**config.mk**
```make
export PLATFORM = sky130hd
export DESIGN_NAME = glq_emit
export DESIGN_NICKNAME = d
export VERILOG_FILES = /design/src/rtl/glq_pkg.sv /design/src/rtl/glq_emit.sv
export SDC_FILE = /design/constraint.sdc
export NUM_CORES = 1
export LEC_CHECK = 0
export ABC_AREA = 1
export BUFFER_PORTS_ARGS = -buffer_cell sky130_fd_sc_hd__buf_2
export CAP_MARGIN = 10
export CORE_MARGIN = 4
export CORE_UTILIZATION = 51
export CTS_CLUSTER_SIZE = 20
export DETAILED_ROUTE_END_ITERATION = 6
export GPL_TIMING_DRIVEN = 0
export PLACE_DENSITY = 0.82
export SYNTH_ARGS = -nofsm -noshare
export SYNTH_HDL_FRONTEND = slang
export SYNTH_SLANG_ARGS = --single-unit
```
**constraint.sdc**
```tcl
create_clock -name clk -period 4.4 [get_ports clk]
set_clock_uncertainty 0.2 [all_clocks]
set_input_delay 0.44 -clock clk [delete_from_list [all_inputs] [get_ports clk]]
set_output_delay 0.44 -clock clk [all_outputs]
set_load 0.05 [all_outputs]
```
**src/rtl/glq_pkg.sv**
```systemverilog
`default_nettype none

package glq_pkg;

  // stream payload widths
  localparam int S_DATA_W = 88;
  localparam int M_DATA_W = 112;
  localparam int CMD_W    = 3;

  // command codes carried on the input tuser
  localparam logic [CMD_W-1:0] CMD_LOAD_GLYPH = 3'd0;
  localparam logic [CMD_W-1:0] CMD_LOAD_KERN  = 3'd1;
  localparam logic [CMD_W-1:0] CMD_BEGIN      = 3'd2;
  localparam logic [CMD_W-1:0] CMD_CHAR       = 3'd3;
  localparam logic [CMD_W-1:0] CMD_CLEAR      = 3'd4;

  // record kinds carried on the output tuser
  localparam logic KIND_VERTEX = 1'b0;
  localparam logic KIND_INDEX  = 1'b1;

  // register indexes (paddr[3:2])
  localparam logic [1:0] REG_LINE_GAP     = 2'd0;
  localparam logic [1:0] REG_CELL_WIDTH   = 2'd1;
  localparam logic [1:0] REG_CELL_HEIGHT  = 2'd2;
  localparam logic [1:0] REG_VERTEX_COLOR = 2'd3;

  localparam logic [7:0]  NEWLINE_CODE = 8'd10;
  localparam logic [31:0] COLOR_RESET  = 32'hFFFF_FFFF;

  // one glyph metrics entry
  typedef struct packed {
    logic signed [7:0] advance;
    logic signed [7:0] top;
    logic signed [7:0] left;
    logic [7:0]        height;
    logic [7:0]        width;
  } glyph_t;

  // quad request from the layout stage to the record emitter
  typedef struct packed {
    logic signed [16:0] su0;
    logic signed [17:0] sv0;
    logic [15:0]        u0;
    logic [15:0]        v0;
    logic [7:0]         width;
    logic [7:0]         height;
    logic [15:0]        i0;
  } emit_req_t;

  // clamp to the signed 16 bit range
  function automatic logic signed [15:0] sat16(input logic signed [17:0] v);
    logic signed [15:0] r;
    if (v > 18'sd32767) begin
      r = 16'sh7FFF;
    end else if (v < -18'sd32768) begin
      r = 16'sh8000;
    end else begin
      r = v[15:0];
    end
    return r;
  endfunction

endpackage

`default_nettype wire

```
**src/rtl/glq_emit.sv**
```systemverilog
`default_nettype none

module glq_emit (
  input  wire logic                            clk,
  input  wire logic                            rst,
  input  wire logic                            req_valid,
  input  wire glq_pkg::emit_req_t              req,
  output logic                                 req_ready,
  input  wire logic [31:0]                     color,
  output logic                                 m_axis_tvalid,
  input  wire logic                            m_axis_tready,
  // vertex_number, screen_x, screen_y, atlas_u, atlas_v, color (from bit 0 up)
  output logic [glq_pkg::M_DATA_W-1:0]         m_axis_tdata,
  // kind
  output logic                                 m_axis_tuser,
  output logic                                 m_axis_tlast
);

  localparam logic [3:0] STEP_V0 = 4'd0;
  localparam logic [3:0] STEP_V1 = 4'd1;
  localparam logic [3:0] STEP_V2 = 4'd2;
  localparam logic [3:0] STEP_V3 = 4'd3;
  localparam logic [3:0] STEP_I0 = 4'd4;
  localparam logic [3:0] STEP_I1 = 4'd5;
  localparam logic [3:0] STEP_I2 = 4'd6;
  localparam logic [3:0] STEP_I3 = 4'd7;
  localparam logic [3:0] STEP_I4 = 4'd8;
  localparam logic [3:0] STEP_I5 = 4'd9;

  logic               busy;
  logic [3:0]         step;
  glq_pkg::emit_req_t quad;

  logic               finish;
  logic               use_x1;
  logic               use_y1;
  logic               is_index;
  logic [1:0]         offset;
  logic signed [17:0] su1;
  logic signed [17:0] sv1;
  logic [15:0]        u1;
  logic [15:0]        v1;
  logic [15:0]        sx;
  logic [15:0]        sy;
  logic [15:0]        au;
  logic [15:0]        av;
  logic [15:0]        num;

  assign finish    = busy && m_axis_tready && (step == STEP_I5);
  assign req_ready = !busy || finish;

  // step counter over the ten records of one quad
  always_ff @(posedge clk) begin
    if (rst) begin
      busy <= 1'b0;
      step <= STEP_V0;
    end else if (req_valid && req_ready) begin
      busy <= 1'b1;
      step <= STEP_V0;
    end else if (finish) begin
      busy <= 1'b0;
    end else if (busy && m_axis_tready) begin
      step <= step + 4'd1;
    end
  end

  always_ff @(posedge clk) begin
    if (req_valid && req_ready) begin
      quad <= req;
    end
  end

  // corner selection and index pattern per step
  always_comb begin
    use_x1   = 1'b0;
    use_y1   = 1'b0;
    is_index = 1'b1;
    offset   = 2'd0;
    case (step)
      STEP_V0: begin
        is_index = 1'b0;
        offset   = 2'd0;
      end
      STEP_V1: begin
        is_index = 1'b0;
        use_y1   = 1'b1;
        offset   = 2'd1;
      end
      STEP_V2: begin
        is_index = 1'b0;
        use_x1   = 1'b1;
        use_y1   = 1'b1;
        offset   = 2'd2;
      end
      STEP_V3: begin
        is_index = 1'b0;
        use_x1   = 1'b1;
        offset   = 2'd3;
      end
      STEP_I0: offset = 2'd2;
      STEP_I1: offset = 2'd1;
      STEP_I2: offset = 2'd0;
      STEP_I3: offset = 2'd3;
      STEP_I4: offset = 2'd2;
      STEP_I5: offset = 2'd0;
      default: offset = 2'd0;
    endcase
  end

  // far corners and saturation
  always_comb begin
    su1 = 18'(quad.su0) + 18'(quad.width);
    sv1 = quad.sv0 + 18'(quad.height);
    u1  = quad.u0 + 16'(quad.width);
    v1  = quad.v0 + 16'(quad.height);
    sx  = glq_pkg::sat16(use_x1 ? su1 : 18'(quad.su0));
    sy  = glq_pkg::sat16(use_y1 ? sv1 : quad.sv0);
    au  = use_x1 ? u1 : quad.u0;
    av  = use_y1 ? v1 : quad.v0;
    num = quad.i0 + 16'(offset);
  end

  assign m_axis_tvalid = busy;
  assign m_axis_tuser  = is_index ? glq_pkg::KIND_INDEX : glq_pkg::KIND_VERTEX;
  assign m_axis_tlast  = (step == STEP_I5);
  assign m_axis_tdata  = is_index ? {96'd0, num} : {color, av, au, sy, sx, num};

endmodule

`default_nettype wire

```
# [Yosys cells after proc, flatten, opt, wreduce, memory -nomap -nowiden]
# Cells that the tools add are included.
[totals] regBits=104 latch_bits=0 mem_bits_rw=0 romBits=0 out_inout_bits=116 wordCells=58 mem_count=0
[op_classes] add_sub_neg=6 multipliers=0 div_mod_pow=0 order_cmp=4 n_eq_ne=8 n_shift=0 muxes=15 n_bitwise=1 n_reduce_logical=15
[op_table] op="$mux 112" n=1
[op_table] op="$mux 16" n=6
[op_table] op="$gt 18x16->1 const B" n=2
[op_table] op="$lt 18x16->1 const B" n=2
[op_table] op="$mux 18" n=2
[op_table] op="$add 16x8->16" n=2
[op_table] op="$add 17x9->18" n=1
[op_table] op="$add 18x8->18" n=1
[op_table] op="$add 16x2->16" n=1
[op_table] op="$eq 4x3->1 const B" n=3
[op_table] op="$reduce_or 2->1" n=5
[op_table] op="$eq 4x2->1 const B" n=2
[op_table] op="$eq 4x4->1 const B" n=2
[op_table] op="$pmux 2 s3" n=1
[op_table] op="$mux 1" n=5
[op_table] op="$add 4x1->4 const B" n=1
[op_table] op="$eq 4x1->1 const B" n=1
[op_table] op="$logic_not 4->1" n=1
[op_table] op="$reduce_or 4->1" n=1
[op_table] op="$logic_and 1x1->1" n=3
[op_table] op="$reduce_or 3->1" n=1
[op_table] op="$reduce_and 2->1" n=1
[op_table] op="$reduce_bool 2->1" n=1
[op_table] op="$logic_not 1->1" n=1
[op_table] op="other kinds (2)" n=2

# [Depth between registers and ports, before layout]
[logic_depth] depth_word=8 depth_mapped=17

# [Least setup slack after synthesis]
# No wires, ideal clock.
[synth_path] path_kind="reg-to-reg" start="register step[1]" end="register step[2]" setup_ns=0.123 arrival_time_ns=5.310 slack_ns=-1.233 path_stages_with_launch=11 path_buffers=0 period_less_slack_ns=5.633 path_cell_list="dfxtp_1 -> inv_1 -> ha_1 -> inv_1 -> nor3_1 -> inv_1 -> o21ai_1 -> nand2_1 -> inv_1 -> or2_1 -> a211oi_1"
[synth_between] elab_chain_len=5 elab_cells_between_ends=8 cone_classes="1 x add/sub; 1 x eq/ne; 1 x bitwise; 5 x reduce/logical"
[synth_rtl] element="from (decl)" line_no="glq_emit.sv:31" text="logic [3:0] step;"
[synth_rtl] element="from (signal assigned)" line_no="glq_emit.sv:63" text="step <= step + 4'd1;"
[synth_rtl] element="$eq 4x4->1"
[synth_rtl] element="net m_axis_tlast" line_no="glq_emit.sv:16" text="output logic m_axis_tlast"
[synth_rtl] element="$logic_and 1x1->1" line_no="glq_emit.sv:49" text="assign finish = busy && m_axis_tready && (step == STEP_I5);"
[synth_rtl] element="$logic_or 1x1->1" line_no="glq_emit.sv:50" text="assign req_ready = !busy || finish;"
[synth_rtl] element="net req_ready" line_no="glq_emit.sv:8" text="output logic req_ready,"
[synth_rtl] element="$logic_and 1x1->1" line_no="glq_emit.sv:57" text="end else if (req_valid && req_ready) begin"
[synth_rtl] element="$reduce_or 2->1 (no source line)"
# The timed path passes the listed nets, and every way through them passes these cells.
# A chain may end at the register's enable or synchronous reset.

# [Worst setup path in the final report]
[layout_path] start="register step[0]" end="output port m_axis_tdata[12] (netlist bit)"
[layout_between] elab_chain_len=5 elab_cells_between_ends=13 cone_classes="1 x add/sub; 7 x eq/ne; 2 x mux; 3 x reduce/logical"
[layout_rtl] element="$eq 4x4->1 (tied with other cells)" line_no="glq_emit.sv:79" text="case (step)"
[layout_rtl] element="$reduce_or 3->1 (no source line) / $reduce_or 2->1 (equally long branches)"
[layout_rtl] element="$pmux 2 s3 (*)" line_no="glq_emit.sv:79"
[layout_rtl] element="$add 16x2->16 (*)" line_no="glq_emit.sv:120" text="num = quad.i0 + 16'(offset);"
[layout_rtl] element="$mux 112 (*)" line_no="glq_emit.sv:126" text="assign m_axis_tdata = is_index ? {96'd0, num} : {color, av, au, sy, sx, num};"
[layout_rtl] element="to (decl)" line_no="glq_emit.sv:13" text="output logic [glq_pkg::M_DATA_W-1:0] m_axis_tdata,"
# Every way passes the cells marked *; elsewhere a longest branch is shown, timed or not.

==> qor.yml <==
status:
  status: "completed"
timing:
  fmax_ghz: 0.243
  setup_ws_ns: 0.279
  worst_pin_slew_ns: 0.704
  finalHoldViolations: 0
  finalCriticalPeriod_ns: 4.12
  finalSetupViolCount: 0
  relSlewSlack: 0.530
  setup_tns_ns: 0
  period_share: 0.937
  slew_viol_final: 0
  grt_setup_unrepaired: "no"
cts:
  clk_latency_ns: 0.36
  cts.sinks: 104
  clkTransAtPathRegs_ns: 0.08
  h-tree-depth: 3
  cts_buffers: 9
  ctsRootBufferMaster: "clkbuf_16"
  cts.path.max_buffers: 2
  cts_tree: "yes"
grt:
  antenna_found_initial: 2
  first_global_vias: 6479
  globalRouteOverflowTotal: 0
  grtUsageTotal: 0.244
  grt_max_degree: 39
  grt_pass1_wl_um: 30900
placed_design:
  port_buffers: 250
  pre_cts_ws_ns: 0.233
  place_congestion: 0.909
  placedCellCount: 1287
  hpwl_um: 15200
final_layout:
  seq_area_um2: 3070
  instances_no_fill: 1305
  drive_above_1_share: 0.263
  nets: 1300
  area_growth_pct: 26.2
  utilization: 0.662
  multi_input_area_um2: 3360
  n_fill_cell: 1133
worst_setup_path:
  arrival_ns: 3.48
  reg2reg_depth: 10
  critPathMaxFanout: 10
  reg2reg_slack_ns: 1.66
  required_ns: 3.76
  cp-end-kind: "output pin"
  r2r-start: "step[1]"
  worstSetupStartpointType: "flop"
  reg2reg_to: "step[2]"
  critPathKind: "flop to output pin"
floorplanning:
  die_x_um: 125
  start_util: 0.525
  die-height_um: 125
  rows: 42
  io_pins: 251
  dieArea_um2: 15700
  design.core.area_um2: 13300
hold_path:
  hold_path.class: "input port to flop"
  holdCritStartpoint: "rst"
  holdPathEnd: "m_axis_tvalid"
  hold_depth: 2
power_and_ir_drop:
  powerDensity_nw_per_um2: 330
  power_switching_mw: 1.10
  sequentialPowerShare: 0.412
  p_leak_nw: 4.33
  p_sw_frac: 0.378
  vdd_ir_drop_max_uv: 281
  p_comb_frac: 0.317
  total_power_mw: 2.92
  intPower_mw: 1.81
  pwr-share-clk: 0.270
logic_synthesis:
  syn_area_um2: 7010
  synth-seq-cells: 104
  netlist.area_leader.share: 0.424
  synth_fp_nets: 1037
  yosys-top-cells-area: "edfxtp_1 (42%), nand2_1 (10%), ha_1 (6.8%), inv_1 (6.7%), nor2_1 (4.9%)"
  synth.avg_cell_area_um2: 8.16
  ys_types: 42
  yosys.area.top_type: "edfxtp_1"
  yosys_warnings: 0
  ys_seq_area_frac: 0.438
  syn_inst: 859
routing:
  dr.pass1.iters: 5
  totalWireLength_um: 19300
  vias_per_cell: 5.23
  drt_iter0_drc: 666
  via_count: 6819
  antenna_left: 0
  wl_per_cell_um: 14.8
  drc: 0
run:
  maxCapViolCount: 0
per-stage QoR:
step / hold WS, ns / instance area (µm²)
5_1_grt: 0.0313 / 8840
4_1_cts: 0.0296 / 8820
6_report: 0.0406 / 8840
2_1_floorplan: 0.274 / 7020
3_3_place_gp: 0.295 / 8490
3_5_place_dp: 0.291 / 8530
synthesized netlist by cell type:
| library cell | instances |
|---|---|
| a211oi_1 | 3 |
| a21boi_0 | 1 |
| a21oi_1 | 66 |
| a21oi_2 | 1 |
| a31oi_1 | 1 |
| and3_1 | 2 |
| buf_1 | 1 |
| buf_2 | 4 |
| buf_6 | 2 |
| clkbuf_1 | 12 |
| clkinv_1 | 1 |
| dfxtp_1 | 5 |
| edfxtp_1 | 99 |
| fa_1 | 5 |
| ha_1 | 38 |
| inv_1 | 125 |
| inv_2 | 5 |
| inv_4 | 1 |
| nand2_1 | 191 |
| nand2_2 | 2 |
| nand3_1 | 58 |
| nand3_2 | 1 |
| nand3b_1 | 3 |
| nand4_1 | 11 |
| nor2_1 | 91 |
| nor2_8 | 1 |
| nor3_1 | 13 |
| nor3_2 | 2 |
| nor3_4 | 1 |
| nor4_1 | 2 |
| nor4b_1 | 1 |
| o211ai_1 | 2 |
| o21a_1 | 4 |
| o21ai_0 | 41 |
| o21ai_1 | 1 |
| o21ai_2 | 1 |
| o21bai_1 | 7 |
| o22ai_1 | 1 |
| or2_1 | 1 |
| or2_2 | 3 |
| xnor2_1 | 18 |
| xor2_1 | 31 |
flip-flops by register name (all words and copies together), names as in the netlist:
| name | count |
|---|---|
| step | 4 |
| m_axis_tvalid | 1 |
| quad | 99 |
final cells by class:
cell class	instances	share of cell area
buffer	19	0.0108
tap	176	0.0249
timing repair buffer	252	0.147
clock buffer	9	0.0255
multi-input combinational	604	0.380
inverter	132	0.0568
antenna	2	0.000566
sequential	104	0.348
clock inverter	7	0.00722
layer usage:
| metal | track usage | vias to the layer above | part of all wire |
|---|---|---|---|
| li1 | - | 3356 | - |
| met1 | 0.297 | 3095 | 0.39 |
| met2 | 0.422 | 320 | 0.50 |
| met3 | 0.0618 | 46 | 0.091 |
| met4 | 0.0804 | 2 | 0.025 |
| met5 | 0 | - | 0.00036 |
placed cells by master (no fill, tap or decap), types with 5 or more instances in the layout:
cell | netlist | layout
ha_1 | 38 | 38
clkbuf_1 | 12 | 11
buf_2 | 4 | 252
xor2_1 | 31 | 31
inv_1 | 125 | 124
nand4_1 | 11 | 11
nor3_1 | 13 | 12
nor2_1 | 91 | 90
edfxtp_1 | 99 | 99
o21bai_1 | 7 | 7
inv_2 | 5 | 5
xnor2_1 | 18 | 18
clkbuf_16 | 0 | 9
fa_1 | 5 | 5
a21oi_1 | 66 | 66
nand3_1 | 58 | 58
o21ai_0 | 41 | 41
nand2_1 | 191 | 191
dfxtp_1 | 5 | 5
worst max-delay path by stage:
stage	slack, ns	to	startpoint	depth (start not counted)
2_1_floorplan	0.16	step[2]	step[1]	10
4_1_cts	0.03	m_axis_tdata[15]	step[0]	15
3_3_place_gp	0.29	m_axis_tdata[15]	step[0]	15
3_5_place_dp	0.23	m_axis_tdata[15]	step[0]	15
6_report	0.28	m_axis_tdata[12]	step[0]	13
5_1_grt	0.01	m_axis_tdata[13]	step[0]	15
what timing repair did:
action                                  4_1_cts  5_1_grt
hold buffers                                  0        0
gates resized for setup                       1        8
endpoints found under the setup margin        3        5
buffers inserted                              0        0
critical path, stage by stage, from the launching register on:
cell	delay, ns
dfxtp_1	0.35
inv_1	0.12
ha_1	0.23
o21ai_4	0.12
buf_4	0.21
nand3_1	0.13
inv_1	0.07
fa_1	0.44
nor2_1	0.19
and3_1	0.22
nand3_1	0.14
nor4b_1	0.43
xor2_1	0.20
buf_2	0.28
logic make-up after synthesis:
family / after synthesis / share of synthesized area
DFF: 104 / 0.438
and+or+nand+nor: 383 / 0.234
buffers and inverters: 151 / 0.0841
xor gates and xnor gates: 49 / 0.0612
AOI/OAI and AO/OA: 129 / 0.0996
adders and majority gates: 43 / 0.0821
power groups by stage:
stage / Clock [mW] / Combinational (mW) / Sequential [mW]
floorplan: 0 / 0.674 / 1.21
global placement: 0 / 0.899 / 1.23
detailed placement: 0 / 0.918 / 1.22
CTS: 0.804 / 0.925 / 1.20
global route: 0.850 / 1.00 / 1.21
finish: 0.787 / 0.925 / 1.20
Power figures use the tool's default switching activity.
